**config.mk**
```make
export PLATFORM = sky130hd
export DESIGN_NAME = adc_zone_classifier_latch_top_flat
export DESIGN_NICKNAME = d
export VERILOG_FILES = /design/src/sv/azc_pkg.sv /design/src/sv/azc_in_if.sv /design/src/sv/azc_out_if.sv /design/src/sv/adc_zone_classifier_latch_top.sv /design/src/sv/azc_cfg_regs.sv /design/src/sv/azc_state.sv /design/src/flat_wrapper.sv
export SDC_FILE = /design/constraint.sdc
export NUM_CORES = 1
export LEC_CHECK = 0
export BUFFER_PORTS_ARGS = -buffer_cell sky130_fd_sc_hd__buf_4
export CAP_MARGIN = 20
export CORE_AREA = 2 2 202 105
export CTS_CLUSTER_SIZE = 8
export DETAILED_ROUTE_END_ITERATION = 8
export DIE_AREA = 0 0 204 107
export HOLD_SLACK_MARGIN = 0.03
export PLACE_DENSITY = 0.73
export REMOVE_ABC_BUFFERS = 1
export SYNTH_ARGS = -nofsm -noshare
export SYNTH_HDL_FRONTEND = slang
export SYNTH_SLANG_ARGS = --single-unit
```
**constraint.sdc**
```tcl
create_clock -name i_clk -period 5.81 [get_ports i_clk]
set_clock_uncertainty 0.2 [all_clocks]
set_input_delay 0.8715 -clock i_clk [delete_from_list [all_inputs] [get_ports i_clk]]
set_output_delay 0.8715 -clock i_clk [all_outputs]
set_load 0.1 [all_outputs]
```
**src/sv/azc_pkg.sv**
```systemverilog
// package with types, codes and defaults for the adc zone classifier latch
`default_nettype none

package azc_pkg;

    localparam int SAMPLE_BITS_DEF = 12;
    localparam int LIMIT_W         = 13;
    localparam int PERIOD_W        = 16;
    localparam int TIME_W          = 32;
    localparam int CFG_IDX_W       = 3;
    localparam int CFG_DATA_W      = 16;

    localparam logic [LIMIT_W-1:0] RANGE_TOP_RST = 13'h1000;

    localparam logic [CFG_IDX_W-1:0] CFG_ENABLE          = 3'd0;
    localparam logic [CFG_IDX_W-1:0] CFG_SAFE_LIMIT      = 3'd1;
    localparam logic [CFG_IDX_W-1:0] CFG_WARNING_LIMIT   = 3'd2;
    localparam logic [CFG_IDX_W-1:0] CFG_EMERGENCY_START = 3'd3;
    localparam logic [CFG_IDX_W-1:0] CFG_RANGE_TOP       = 3'd4;
    localparam logic [CFG_IDX_W-1:0] CFG_SAMPLE_PERIOD   = 3'd5;

    localparam logic [1:0] CMD_TICK  = 2'd0;
    localparam logic [1:0] CMD_CLEAR = 2'd1;
    localparam logic [1:0] CMD_READ  = 2'd2;

    typedef enum logic [2:0] {
        ST_OK        = 3'd0,
        ST_EMPTY     = 3'd1,
        ST_BUSY      = 3'd2,
        ST_NOT_READY = 3'd3,
        ST_NOT_DUE   = 3'd4
    } t_status;

    typedef enum logic [1:0] {
        ZONE_SAFE      = 2'd0,
        ZONE_WARNING   = 2'd1,
        ZONE_DANGER    = 2'd2,
        ZONE_EMERGENCY = 2'd3
    } t_zone;

    typedef struct packed {
        logic                enable;
        logic [LIMIT_W-1:0]  safe_limit;
        logic [LIMIT_W-1:0]  warning_limit;
        logic [LIMIT_W-1:0]  emergency_start;
        logic [LIMIT_W-1:0]  range_top;
        logic [PERIOD_W-1:0] sample_period;
    } t_cfg;

endpackage

`default_nettype wire

```
**src/sv/azc_in_if.sv**
```systemverilog
// input channel carrying one command or tick item
`default_nettype none

interface azc_in_if #(
    parameter int SAMPLE_BITS = 12
);
    logic                   valid;
    logic                   ready;
    logic [1:0]             cmd;
    logic [31:0]            now_time;
    logic [SAMPLE_BITS-1:0] sample_value;
    logic                   sample_ok;

    modport source (output valid, cmd, now_time, sample_value, sample_ok, input ready);
    modport sink   (input valid, cmd, now_time, sample_value, sample_ok, output ready);
endinterface

`default_nettype wire

```
**src/sv/azc_out_if.sv**
```systemverilog
// output channel carrying one status and snapshot item
`default_nettype none

interface azc_out_if #(
    parameter int SAMPLE_BITS = 12
);
    logic                   valid;
    logic                   ready;
    logic [2:0]             status;
    logic [1:0]             zone;
    logic [SAMPLE_BITS-1:0] level;
    logic                   sample_seen;
    logic                   sample_fault;
    logic                   latched;

    modport source (output valid, status, zone, level, sample_seen, sample_fault, latched,
                    input ready);
    modport sink   (input valid, status, zone, level, sample_seen, sample_fault, latched,
                    output ready);
endinterface

`default_nettype wire

```
**src/sv/adc_zone_classifier_latch_top.sv**
```systemverilog
// top level of the adc zone classifier latch: input stage, evaluation, result register
// path: input stage register, then evaluation and state update, then result register
// throughput: one item per cycle unless output stalls; state updates in eval cycle
// reset: synchronous active-low; clears state, flags, config to defaults and both valids
`default_nettype none

module adc_zone_classifier_latch_top
    import azc_pkg::*;
#(
    parameter int SAMPLE_BITS = SAMPLE_BITS_DEF
) (
    input  wire logic                  i_clk,
    input  wire logic                  i_rst_n,
    input  wire logic                  i_cfg_we,
    input  wire logic [CFG_IDX_W-1:0]  i_cfg_idx,
    input  wire logic [CFG_DATA_W-1:0] i_cfg_wdata,
    azc_in_if.sink                     i_in_ch,
    azc_out_if.source                  o_out_ch
);

    t_cfg w_cfg;

    logic                   r_s1_vld;
    logic [1:0]             r_s1_cmd;
    logic [TIME_W-1:0]      r_s1_now;
    logic [SAMPLE_BITS-1:0] r_s1_raw;
    logic                   r_s1_ok;

    logic                   r_out_vld;
    t_status                r_out_status;
    t_zone                  r_out_zone;
    logic [SAMPLE_BITS-1:0] r_out_level;
    logic                   r_out_has;
    logic                   r_out_fault;
    logic                   r_out_latched;

    logic                   w_adv;
    logic                   w_in_rdy;
    logic                   w_go;
    t_status                w_status;
    t_zone                  w_zone;
    logic [SAMPLE_BITS-1:0] w_level;
    logic                   w_has;
    logic                   w_fault;
    logic                   w_latched;

    azc_cfg_regs u_cfg (
        .i_clk       (i_clk),
        .i_rst_n     (i_rst_n),
        .i_cfg_we    (i_cfg_we),
        .i_cfg_idx   (i_cfg_idx),
        .i_cfg_wdata (i_cfg_wdata),
        .o_cfg       (w_cfg)
    );

    assign w_adv    = !r_out_vld || o_out_ch.ready;
    assign w_in_rdy = !r_s1_vld || w_adv;
    assign w_go     = r_s1_vld && w_adv;

    always_ff @(posedge i_clk) begin
        if (!i_rst_n) begin
            r_s1_vld <= 1'b0;
        end else if (w_in_rdy) begin
            r_s1_vld <= i_in_ch.valid;
        end
    end

    always_ff @(posedge i_clk) begin
        if (i_in_ch.valid && w_in_rdy) begin
            r_s1_cmd <= i_in_ch.cmd;
            r_s1_now <= i_in_ch.now_time;
            r_s1_raw <= i_in_ch.sample_value;
            r_s1_ok  <= i_in_ch.sample_ok;
        end
    end

    azc_state #(
        .SAMPLE_BITS (SAMPLE_BITS)
    ) u_state (
        .i_clk         (i_clk),
        .i_rst_n       (i_rst_n),
        .i_cfg         (w_cfg),
        .i_go          (w_go),
        .i_cmd         (r_s1_cmd),
        .i_now         (r_s1_now),
        .i_raw         (r_s1_raw),
        .i_ok          (r_s1_ok),
        .o_status      (w_status),
        .o_zone        (w_zone),
        .o_level       (w_level),
        .o_sample_seen (w_has),
        .o_fault       (w_fault),
        .o_latched     (w_latched)
    );

    always_ff @(posedge i_clk) begin
        if (!i_rst_n) begin
            r_out_vld <= 1'b0;
        end else if (w_adv) begin
            r_out_vld <= r_s1_vld;
        end
    end

    always_ff @(posedge i_clk) begin
        if (w_go) begin
            r_out_status  <= w_status;
            r_out_zone    <= w_zone;
            r_out_level   <= w_level;
            r_out_has     <= w_has;
            r_out_fault   <= w_fault;
            r_out_latched <= w_latched;
        end
    end

    assign i_in_ch.ready         = w_in_rdy;
    assign o_out_ch.valid        = r_out_vld;
    assign o_out_ch.status       = r_out_status;
    assign o_out_ch.zone         = r_out_zone;
    assign o_out_ch.level        = r_out_level;
    assign o_out_ch.sample_seen  = r_out_has;
    assign o_out_ch.sample_fault = r_out_fault;
    assign o_out_ch.latched      = r_out_latched;

endmodule

`default_nettype wire

```
**src/sv/azc_cfg_regs.sv**
```systemverilog
// configuration register file written through the plain write port
`default_nettype none

module azc_cfg_regs
    import azc_pkg::*;
(
    input  wire logic                  i_clk,
    input  wire logic                  i_rst_n,
    input  wire logic                  i_cfg_we,
    input  wire logic [CFG_IDX_W-1:0]  i_cfg_idx,
    input  wire logic [CFG_DATA_W-1:0] i_cfg_wdata,
    output t_cfg                       o_cfg
);

    t_cfg r_cfg;

    always_ff @(posedge i_clk) begin
        if (!i_rst_n) begin
            r_cfg.enable          <= 1'b0;
            r_cfg.safe_limit      <= '0;
            r_cfg.warning_limit   <= '0;
            r_cfg.emergency_start <= '0;
            r_cfg.range_top       <= RANGE_TOP_RST;
            r_cfg.sample_period   <= '0;
        end else if (i_cfg_we) begin
            case (i_cfg_idx)
                CFG_ENABLE:          r_cfg.enable          <= i_cfg_wdata[0];
                CFG_SAFE_LIMIT:      r_cfg.safe_limit      <= i_cfg_wdata[LIMIT_W-1:0];
                CFG_WARNING_LIMIT:   r_cfg.warning_limit   <= i_cfg_wdata[LIMIT_W-1:0];
                CFG_EMERGENCY_START: r_cfg.emergency_start <= i_cfg_wdata[LIMIT_W-1:0];
                CFG_RANGE_TOP:       r_cfg.range_top       <= i_cfg_wdata[LIMIT_W-1:0];
                CFG_SAMPLE_PERIOD:   r_cfg.sample_period   <= i_cfg_wdata[PERIOD_W-1:0];
                default: ;
            endcase
        end
    end

    assign o_cfg = r_cfg;

endmodule

`default_nettype wire

```
**src/sv/azc_state.sv**
```systemverilog
// sample qualifier state, clamp, zone classification and emergency latch
`default_nettype none

module azc_state
    import azc_pkg::*;
#(
    parameter int SAMPLE_BITS = SAMPLE_BITS_DEF
) (
    input  wire logic                   i_clk,
    input  wire logic                   i_rst_n,
    input  wire t_cfg                   i_cfg,
    input  wire logic                   i_go,
    input  wire logic [1:0]             i_cmd,
    input  wire logic [TIME_W-1:0]      i_now,
    input  wire logic [SAMPLE_BITS-1:0] i_raw,
    input  wire logic                   i_ok,
    output t_status                     o_status,
    output t_zone                       o_zone,
    output logic [SAMPLE_BITS-1:0]      o_level,
    output logic                        o_sample_seen,
    output logic                        o_fault,
    output logic                        o_latched
);

    localparam int CW = (SAMPLE_BITS > LIMIT_W) ? SAMPLE_BITS : LIMIT_W;

    logic [TIME_W-1:0]      r_last_time, n_last_time;
    logic [SAMPLE_BITS-1:0] r_level, n_level;
    t_zone                  r_zone, n_zone;
    logic                   r_sample_seen, n_sample_seen;
    logic                   r_fault, n_fault;
    logic                   r_latched, n_latched;

    logic [TIME_W-1:0]  w_delta;
    logic               w_due;
    logic [LIMIT_W-1:0] w_ceil;
    logic [CW-1:0]      w_raw_x;
    logic [CW-1:0]      w_ceil_x;
    logic [CW-1:0]      w_clamp;
    t_zone              w_class;
    t_status            w_status;

    assign w_delta  = i_now - r_last_time;
    assign w_due    = w_delta >= {{(TIME_W-PERIOD_W){1'b0}}, i_cfg.sample_period};
    assign w_ceil   = (i_cfg.range_top == '0) ? '0 : i_cfg.range_top - 13'd1;
    assign w_raw_x  = CW'(i_raw);
    assign w_ceil_x = CW'(w_ceil);
    assign w_clamp  = (w_raw_x > w_ceil_x) ? w_ceil_x : w_raw_x;

    always_comb begin
        if (w_clamp < CW'(i_cfg.safe_limit)) begin
            w_class = ZONE_SAFE;
        end else if (w_clamp < CW'(i_cfg.warning_limit)) begin
            w_class = ZONE_WARNING;
        end else if (w_clamp < CW'(i_cfg.emergency_start)) begin
            w_class = ZONE_DANGER;
        end else begin
            w_class = ZONE_EMERGENCY;
        end
    end

    always_comb begin
        n_last_time   = r_last_time;
        n_level       = r_level;
        n_zone        = r_zone;
        n_sample_seen = r_sample_seen;
        n_fault       = r_fault;
        n_latched     = r_latched;
        w_status      = ST_OK;
        if (!i_cfg.enable) begin
            w_status = ST_NOT_READY;
        end else begin
            case (i_cmd)
                CMD_TICK: begin
                    if (!w_due) begin
                        w_status = ST_NOT_DUE;
                    end else begin
                        n_last_time = i_now;
                        if (!i_ok) begin
                            n_fault = 1'b1;
                        end else begin
                            n_level       = w_clamp[SAMPLE_BITS-1:0];
                            n_zone        = w_class;
                            n_sample_seen = 1'b1;
                            n_fault       = 1'b0;
                            if (w_class == ZONE_EMERGENCY) begin
                                n_latched = 1'b1;
                            end
                        end
                    end
                end
                CMD_CLEAR: begin
                    if (!r_sample_seen) begin
                        w_status = ST_EMPTY;
                    end else if (r_zone == ZONE_EMERGENCY) begin
                        w_status = ST_BUSY;
                    end else begin
                        n_latched = 1'b0;
                    end
                end
                default: begin
                    w_status = r_sample_seen ? ST_OK : ST_EMPTY;
                end
            endcase
        end
    end

    always_ff @(posedge i_clk) begin
        if (!i_rst_n) begin
            r_last_time   <= '0;
            r_level       <= '0;
            r_zone        <= ZONE_SAFE;
            r_sample_seen <= 1'b0;
            r_fault       <= 1'b0;
            r_latched     <= 1'b0;
        end else if (i_go) begin
            r_last_time   <= n_last_time;
            r_level       <= n_level;
            r_zone        <= n_zone;
            r_sample_seen <= n_sample_seen;
            r_fault       <= n_fault;
            r_latched     <= n_latched;
        end
    end

    assign o_status      = w_status;
    assign o_zone        = n_zone;
    assign o_level       = n_level;
    assign o_sample_seen = n_sample_seen;
    assign o_fault       = n_fault;
    assign o_latched     = n_latched;

    // latch sets only on an emergency sample
    a_latch_set: assert property (@(posedge i_clk) disable iff (!i_rst_n)
        $rose(r_latched) |-> r_zone == ZONE_EMERGENCY)
        else $error("latch set without emergency zone");

    // latch drops only by a clear with a non-emergency sample
    a_latch_clr: assert property (@(posedge i_clk) disable iff (!i_rst_n)
        $fell(r_latched) |-> r_sample_seen && r_zone != ZONE_EMERGENCY
            && $past(i_cmd) == CMD_CLEAR)
        else $error("latch dropped illegally");

    // no level or zone without a good sample
    a_empty_snap: assert property (@(posedge i_clk) disable iff (!i_rst_n)
        !r_sample_seen |-> r_level == '0 && r_zone == ZONE_SAFE && !r_latched)
        else $error("snapshot changed without a good sample");

    // state moves only on a transfer into the evaluation stage
    a_hold: assert property (@(posedge i_clk) disable iff (!i_rst_n)
        !$past(i_go) && $past(i_rst_n) |-> $stable(r_last_time) && $stable(r_latched))
        else $error("state changed without an item");

endmodule

`default_nettype wire

```
**src/flat_wrapper.sv**
```systemverilog
// flat-port wrapper written by rule: the top's interface ports become plain ports
module adc_zone_classifier_latch_top_flat import azc_pkg::*;
#(
    parameter int SAMPLE_BITS = SAMPLE_BITS_DEF
)
  (i_clk, i_rst_n, i_cfg_we, i_cfg_idx, i_cfg_wdata, i_in_ch_valid, i_in_ch_cmd, i_in_ch_now_time, i_in_ch_sample_value, i_in_ch_sample_ok, i_in_ch_ready, o_out_ch_valid, o_out_ch_status, o_out_ch_zone, o_out_ch_level, o_out_ch_sample_seen, o_out_ch_sample_fault, o_out_ch_latched, o_out_ch_ready);
  azc_in_if #(.SAMPLE_BITS(SAMPLE_BITS)) i_in_ch_i ();
  azc_out_if #(.SAMPLE_BITS(SAMPLE_BITS)) o_out_ch_i ();
  input  wire logic i_clk;
  input  wire logic i_rst_n;
  input  wire logic i_cfg_we;
  input  wire logic [CFG_IDX_W-1:0] i_cfg_idx;
  input  wire logic [CFG_DATA_W-1:0] i_cfg_wdata;
  input wire logic [$bits(i_in_ch_i.valid)-1:0] i_in_ch_valid;
  input wire logic [$bits(i_in_ch_i.cmd)-1:0] i_in_ch_cmd;
  input wire logic [$bits(i_in_ch_i.now_time)-1:0] i_in_ch_now_time;
  input wire logic [$bits(i_in_ch_i.sample_value)-1:0] i_in_ch_sample_value;
  input wire logic [$bits(i_in_ch_i.sample_ok)-1:0] i_in_ch_sample_ok;
  output wire logic [$bits(i_in_ch_i.ready)-1:0] i_in_ch_ready;
  output wire logic [$bits(o_out_ch_i.valid)-1:0] o_out_ch_valid;
  output wire logic [$bits(o_out_ch_i.status)-1:0] o_out_ch_status;
  output wire logic [$bits(o_out_ch_i.zone)-1:0] o_out_ch_zone;
  output wire logic [$bits(o_out_ch_i.level)-1:0] o_out_ch_level;
  output wire logic [$bits(o_out_ch_i.sample_seen)-1:0] o_out_ch_sample_seen;
  output wire logic [$bits(o_out_ch_i.sample_fault)-1:0] o_out_ch_sample_fault;
  output wire logic [$bits(o_out_ch_i.latched)-1:0] o_out_ch_latched;
  input wire logic [$bits(o_out_ch_i.ready)-1:0] o_out_ch_ready;
  assign i_in_ch_i.valid = i_in_ch_valid;
  assign i_in_ch_i.cmd = i_in_ch_cmd;
  assign i_in_ch_i.now_time = i_in_ch_now_time;
  assign i_in_ch_i.sample_value = i_in_ch_sample_value;
  assign i_in_ch_i.sample_ok = i_in_ch_sample_ok;
  assign i_in_ch_ready = i_in_ch_i.ready;
  assign o_out_ch_valid = o_out_ch_i.valid;
  assign o_out_ch_status = o_out_ch_i.status;
  assign o_out_ch_zone = o_out_ch_i.zone;
  assign o_out_ch_level = o_out_ch_i.level;
  assign o_out_ch_sample_seen = o_out_ch_i.sample_seen;
  assign o_out_ch_sample_fault = o_out_ch_i.sample_fault;
  assign o_out_ch_latched = o_out_ch_i.latched;
  assign o_out_ch_i.ready = o_out_ch_ready;
  adc_zone_classifier_latch_top #(.SAMPLE_BITS(SAMPLE_BITS)) u_core (.i_clk(i_clk), .i_rst_n(i_rst_n), .i_cfg_we(i_cfg_we), .i_cfg_idx(i_cfg_idx), .i_cfg_wdata(i_cfg_wdata), .i_in_ch(i_in_ch_i), .o_out_ch(o_out_ch_i));
endmodule
```
==> out/qor.yml, run 1 <==
synth_cells: 1224
syn_area_per_cell_um2: 8.86
critPathCaptureType: "flip-flop"
final.setup.worst_slack_ns: 0.195
synth_area_um2: 10800
place_congestion: 0.944
power.leakage_uw: 0.00478
dp_hpwl_um: 21500
fmax_mhz: 178
synth_cell_types: 66
pin_count: 93
cp_max_fo: 9
hold_violations: 0
required_ns: 5.82
grt_usage_pct: 27.1
final_common_cell: "nand2_1"
clockBufferDepth: 2
ys_ff_latch: 187
clock_sinks: 187
die_x_um: 204
worstHoldStart: "u_core.u_state.r_last_time[7]$_SDFFE_PN0P_"
viasPerCell: 5.64
drtPass1Iterations: 5
yosys_warnings: 0
setup_tns_ns: 0
fill_cells: 1762
fin_crit_ns: 5.61
finalWirelength_um: 28500
start_util_pct: 54.0
cpLargestDelayFamily: "simple AND/OR/NAND/NOR gates"
dp_slack_ns: -0.0572
status: "complete, no violations"
seq_area_frac_synth_pct: 40.7
drcViolationCount: 0
diodes: 0
cts_max_level: 4
grt_max_degree: 91
setup_violations: 0
crit_path_top_delay_cell: "o21ai_1"
hold_class: "reg -> reg"
clkSlewWorstSetupHoldPaths_ns: 0.07
cts_buffers: 17
worstReg2RegStart: "u_core.u_cfg.o_cfg[20]$_SDFFE_PN0P_"
finalCritPeriodShare_pct: 96.6
crit_start: "u_core.u_cfg.o_cfg[20]$_SDFFE_PN0P_"
synth-edff-count: 67
dieArea_um2: 21800
grt_pass1_wl_um: 45100
core_area_um2: 20100
drt_iter0_markers: 778
cpPeakStageDelay_ns: 0.39
ctsHoldBuffers: 0
async_reset_ff_share_pct: 0
drive_gt1_share_pct: 13.9
antenna_found_initial: 0
yosys_most_used_dff: "dfxtp_1"
cap_violations: 0
worstMarginPinSlew_ns: 0.962
fin_area_um2: 12500
areaGrowthSynthToFinish_pct: 15.5
num_rows: 37
critical_path_buf_inv_count: 0
die_y_um: 107
critPathKind: "reg -> reg"
relSlewSlack_pct: 35.7
timing.final.max_slew_violations: 0
placed_area_um2: 11900
vdd_drop_max_mv: 0.197
grt-ovfl-total: 0
clk-insertion-delay-late_ns: 0.45
portBuffers: 92
final_cell_mix: "nand2_1 (271), dfxtp_1 (120), buf_4 (115)"
startpoint_type: "flip-flop"
ant_nets: 0
timing.hold.ws_ns: 0.257
postLayoutCoreUtil_pct: 62.3
nets: 1484
postCtsSetupRepairBufs: 0
cts_tree: "built"
cp.arrival_ns: 5.62
cp_cell_sequence: "nor4_2, nand3_1, or3_1, xnor2_1, nand2_1, ha_1, nand4_1, nor3_2, a21boi_1, o21ai_2, o21ai_1, ha_1, a21o_1, a21o_1, a21oi_1, o21ai_0, o21a_1, o21ai_0, nand3_1, nor2_1, nor2_1, mux2_2"
vias: 9031
register_area_um2: 4410
powerDensity_nw_per_um2: 260
wl_per_cell_um: 17.8
grt_pass1_vias: 8275
clockRootBuffer: "clkbuf_16"
multi_input_area_um2: 5960
==> metal layers <==
layer	routed length [um]	track usage, %	vias to the layer above
li1	-	-	4434
met1	15300	44.3	4237
met2	10200	33.1	331
met3	2640	7.39	27
met4	335	7.09	2
met5	51	1.90	-
==> Yosys cell counts (all sizes together) (2+ instances only) <==
| cell | number | share of area [%] |
|---|---|---|
| or2 | 2 | 0.12 |
| a21o | 26 | 1.8 |
| nor2 | 37 | 1.3 |
| o211ai | 8 | 0.60 |
| inv | 97 | 3.4 |
| o31ai | 4 | 0.28 |
| a31oi | 6 | 0.35 |
| o221a | 2 | 0.21 |
| o211a | 3 | 0.28 |
| a221oi | 3 | 0.30 |
| nand3 | 20 | 0.97 |
| nor3 | 26 | 1.2 |
| a211o | 3 | 0.24 |
| a21boi | 72 | 5.0 |
| xor2 | 15 | 1.2 |
| and2 | 3 | 0.17 |
| o2111ai | 6 | 0.65 |
| o21ai | 50 | 2.3 |
| nand2b | 13 | 0.75 |
| edfxtp | 67 | 19 |
| nand4 | 15 | 0.87 |
| o21bai | 3 | 0.21 |
| a22oi | 2 | 0.27 |
| xnor2 | 15 | 1.2 |
| dfxtp | 120 | 22 |
| nand2 | 271 | 9.4 |
| ha | 97 | 11 |
| a21oi | 69 | 3.2 |
| or3 | 5 | 0.33 |
| nor4 | 8 | 0.60 |
| a211oi | 4 | 0.39 |
| a41oi | 2 | 0.16 |
| and3 | 7 | 0.40 |
| buf | 9 | 0.67 |
| o21a | 10 | 0.69 |
| mux2 | 15 | 1.6 |
| clkbuf | 38 | 1.3 |
| nor3b | 15 | 1.0 |
| nor2b | 10 | 0.58 |
| mux2i | 35 | 3.2 |
==> logic make-up after synthesis <==
family / synth area share [%]
AOI/OAI and AO/OA: 17.5
adders and majority gates: 11.4
buffers and inverters: 5.34
muxes: 4.79
and+or+nand+nor: 17.8
other: 0.0346
DFF: 40.7
xor gates and xnor gates: 2.42
==> cell type report <==
cell class | instances | area share, %
Timing Repair Buffer | 117 | 7.14
Multi-Input combinational cell | 895 | 47.6
Clock buffer | 30 | 4.36
Clock inverter | 1 | 0.0400
Sequential cell | 187 | 35.2
Inverter | 97 | 2.91
Tap cell | 273 | 2.73
==> timing repair <==
| action | in CTS | in global routing |
|---|---|---|
| pin swaps | 0 | 4 |
| setup endpoints to repair | 3 | 65 |
| gates resized for setup | 4 | 20 |
==> report_power, final <==
part | internal [uW] | leakage (uW) | total, uW | switching, uW
Sequential | 1390 | 0.00162 | 1420 | 24.3
Combinational | 288 | 0.00289 | 718 | 430
Clock | 628 | 0.000270 | 1120 | 492
Total | 2310 | 0.00478 | 3260 | 947
==> stage by stage <==
stage | cells | power, uW
floorplan | 1179 | 1860
global placement | 1568 | 2120
global route | 1600 | 3400
CTS | 1599 | 3250
detailed placement | 1568 | 2130
finish | 1600 | 3260
==> final timing paths <==
check                           cells after the start  slack [ns]                                         end
worst max-delay path                               22        0.20           u_core.o_out_ch.zone[0]$_DFFE_PP_
worst min-delay path                                2        0.26  u_core.u_state.r_last_time[7]$_SDFFE_PN0P_
worst max register to register                     22        0.20           u_core.o_out_ch.zone[0]$_DFFE_PP_
worst min register to register                      2        0.26  u_core.u_state.r_last_time[7]$_SDFFE_PN0P_
==> state kept, by name, indices dropped and copies added (netlist names), 2 cells and up <==
name                        count
u_core.o_out_ch.zone            2
u_core.u_state.r_zone           2
u_core.o_out_ch.level          12
u_core.r_s1_now                32
u_core.r_s1_cmd                 2
u_core.u_state.r_level         12
u_core.o_out_ch.status          3
u_core.u_state.r_last_time     32
u_core.r_s1_raw                12
u_core.u_cfg.o_cfg             69
==> tightest hold or removal path: stages, from the launching register on <==
cell and delay (ns):
dfxtp_1 0.31, nand2_1 0.05, mux2i_1 0.05
(Power assumes the default switching activity.)
==> run 2, diff against run 1 <==
--- a/config.mk
+++ b/config.mk
@@ -8,11 +8,12 @@
 export BUFFER_PORTS_ARGS = -buffer_cell sky130_fd_sc_hd__buf_4
 export CAP_MARGIN = 20
 export CORE_AREA = 2 2 202 105
+export CTS_BUF_LIST = sky130_fd_sc_hd__clkbuf_8 sky130_fd_sc_hd__clkbuf_16
 export CTS_CLUSTER_SIZE = 8
 export DETAILED_ROUTE_END_ITERATION = 8
 export DIE_AREA = 0 0 204 107
 export HOLD_SLACK_MARGIN = 0.03
-export PLACE_DENSITY = 0.73
+export PLACE_DENSITY = 0.71
 export REMOVE_ABC_BUFFERS = 1
 export SYNTH_ARGS = -nofsm -noshare
 export SYNTH_HDL_FRONTEND = slang
==> constraint.sdc (replaced) <==
create_clock -name i_clk -period 6.7 [get_ports i_clk]
set_clock_uncertainty 0.2 [all_clocks]
set_input_delay 1.005 -clock i_clk [delete_from_list [all_inputs] [get_ports i_clk]]
set_output_delay 1.005 -clock i_clk [all_outputs]
set_load 0.1 [all_outputs]
==> out/qor.yml, run 2 (synthesis results as in run 1) <==
worstHoldStart: "u_core.u_state.r_last_time[13]$_SDFFE_PN0P_"
die_x_um: 204
cpLargestDelayFamily: "simple AND/OR/NAND/NOR gates"
fmax_mhz: 165
drive_gt1_share_pct: 12.9
finalWirelength_um: 28700
final_cell_mix: "nand2_1 (271), dfxtp_1 (120), buf_4 (108)"
r2r_slack_ns: 0.64
final_cells: 1592
vdd_drop_max_mv: 0.198
worstMarginPinSlew_ns: 1.09
rsz0062_at_grt: "no"
cp_max_fo: 16
hold_violations: 0
largest_register_ffs: 69
cp.arrival_ns: 6.08
cts_max_level: 4
crit_start: "u_core.u_cfg.o_cfg[18]$_SDFFE_PN0P_"
clock_sinks: 187
fin_crit_ns: 6.06
powerDensity_nw_per_um2: 226
drtPass1Iterations: 7
timing.final.max_slew_violations: 0
post_cts_resized: 0
clockBufferDepth: 2
ctsHoldBuffers: 0
cp_num_cells: 23
core_area_um2: 20100
final.setup.worst_slack_ns: 0.635
grt_max_degree: 98
relSlewSlack_pct: 27.2
clkSlewWorstSetupHoldPaths_ns: 0.07
crit_end: "u_core.o_out_ch.latched$_DFFE_PP_"
cap_violations: 0
drt_iter0_markers: 833
finalCritPeriodShare_pct: 90.5
required_ns: 6.71
startpoint_type: "flip-flop"
antenna_found_initial: 1
nets: 1475
grt_pass1_vias: 8022
critical_path_buf_inv_count: 1
cpPeakStageDelay_ns: 0.51
place_congestion: 0.936
total_power_uw: 2790
diodes: 0
pin_count: 93
grt_pass1_wl_um: 44800
postCtsSetupRepairBufs: 0
cts_tree: "built"
ant_nets: 0
viasPerCell: 5.59
worstReg2RegStart: "u_core.u_cfg.o_cfg[18]$_SDFFE_PN0P_"
setup_tns_ns: 0
dp_hpwl_um: 21800
critPathCaptureType: "flip-flop"
cp_cell_sequence: "nor2_1, nand3_1, or4_1, nor3_1, xor2_1, nand2_1, ha_1, nand4_1, nor4_1, a311oi_1, o21ai_1, buf_4, o21ai_0, ha_1, a21o_1, a21o_1, a21oi_1, nor3_1, nor3b_1, nor2_1, and3_1, nand3_1, nand2_1"
cts_buffers: 17
grt_usage_pct: 27.2
grt-ovfl-total: 0
clockRootBuffer: "clkbuf_16"
dp_slack_ns: 0.692
final_common_cell: "nand2_1"
hold_depth: 2
crit_path_top_delay_cell: "nor3b_1"
start_util_pct: 54.0
r2r_cells: 23
num_rows: 37
setup_violations: 0
dieArea_um2: 21800
wl_per_cell_um: 18.0
r2r_end: "u_core.o_out_ch.latched$_DFFE_PP_"
drcViolationCount: 0
critPathKind: "reg -> reg"
dp.cells: 1559
hold_class: "reg -> reg"
power.leakage_uw: 0.00473
die_y_um: 107
portBuffers: 92
clk-insertion-delay-late_ns: 0.46
status: "complete, no violations"
vias: 8897
areaGrowthSynthToFinish_pct: 14.0
fill_cells: 1820
## run 2: cell types whose count changed in the layout (fill, tap and decap cells not counted), sizes merged
cell    change
clkbuf     -11
buf         -9
clkinv      +4
inv         +8
## run 2: worst min-delay path by stage
stage,endpoint,slack [ns]
after floorplan,u_core.u_state.r_last_time[10]$_SDFFE_PN0P_,0.23
after global placement,u_core.u_state.r_last_time[1]$_SDFFE_PN0P_,0.24
after detailed placement,u_core.u_state.r_last_time[23]$_SDFFE_PN0P_,0.25
after CTS,u_core.u_state.r_last_time[11]$_SDFFE_PN0P_,0.26
after global routing,u_core.u_state.r_last_time[5]$_SDFFE_PN0P_,0.27
final,u_core.u_state.r_last_time[13]$_SDFFE_PN0P_,0.26
## run 2: layout make-up
type	instances	area [um2]	share of cell area [%]
tap	273	342	2.76
clock buffer	19	475	3.85
inverter	97	364	2.95
sequential	187	4410	35.7
multi-input combinational	895	5870	47.5
timing repair buffer	108	811	6.56
clock inverter	13	83.8	0.678
## run 2: per-stage QoR
step | utilization, % | cell area [um2] | hold slack (ns)
2_1_floorplan | - | 10600 | 0.235
3_3_place_gp | 58.7 | 11800 | 0.243
3_5_place_dp | 58.7 | 11800 | 0.248
4_1_cts | 61.5 | 12400 | 0.261
5_1_grt | 61.5 | 12400 | 0.270
6_report | 61.5 | 12400 | 0.260
## run 2: layer usage
metal	track usage, %	vias up	wire, um
li1	-	4409	-
met3	8.63	15	2790
met5	0	-	0
met2	32.4	313	10200
met1	45.2	4160	15500
met4	5.07	0	175
## run 2: power breakdown
part / total (uW) / switching (uW) / leakage [uW] / internal [uW]
combinational: 584 / 354 / 0.00282 / 230
clock: 979 / 460 / 0.000291 / 519
sequential: 1230 / 19.9 / 0.00162 / 1210
## run 2: worst register-to-register path, delay by kind of cell, from the launching register on
family | cells | cell delay [ns]
XOR/XNOR | 1 | 0.16
buffers and inverters | 1 | 0.29
AO/OA/AOI/OAI | 6 | 1.30
flip-flops | 1 | 0.36
adder cells (fa/ha/maj) | 2 | 0.66
AND/OR/NAND/NOR | 13 | 2.87
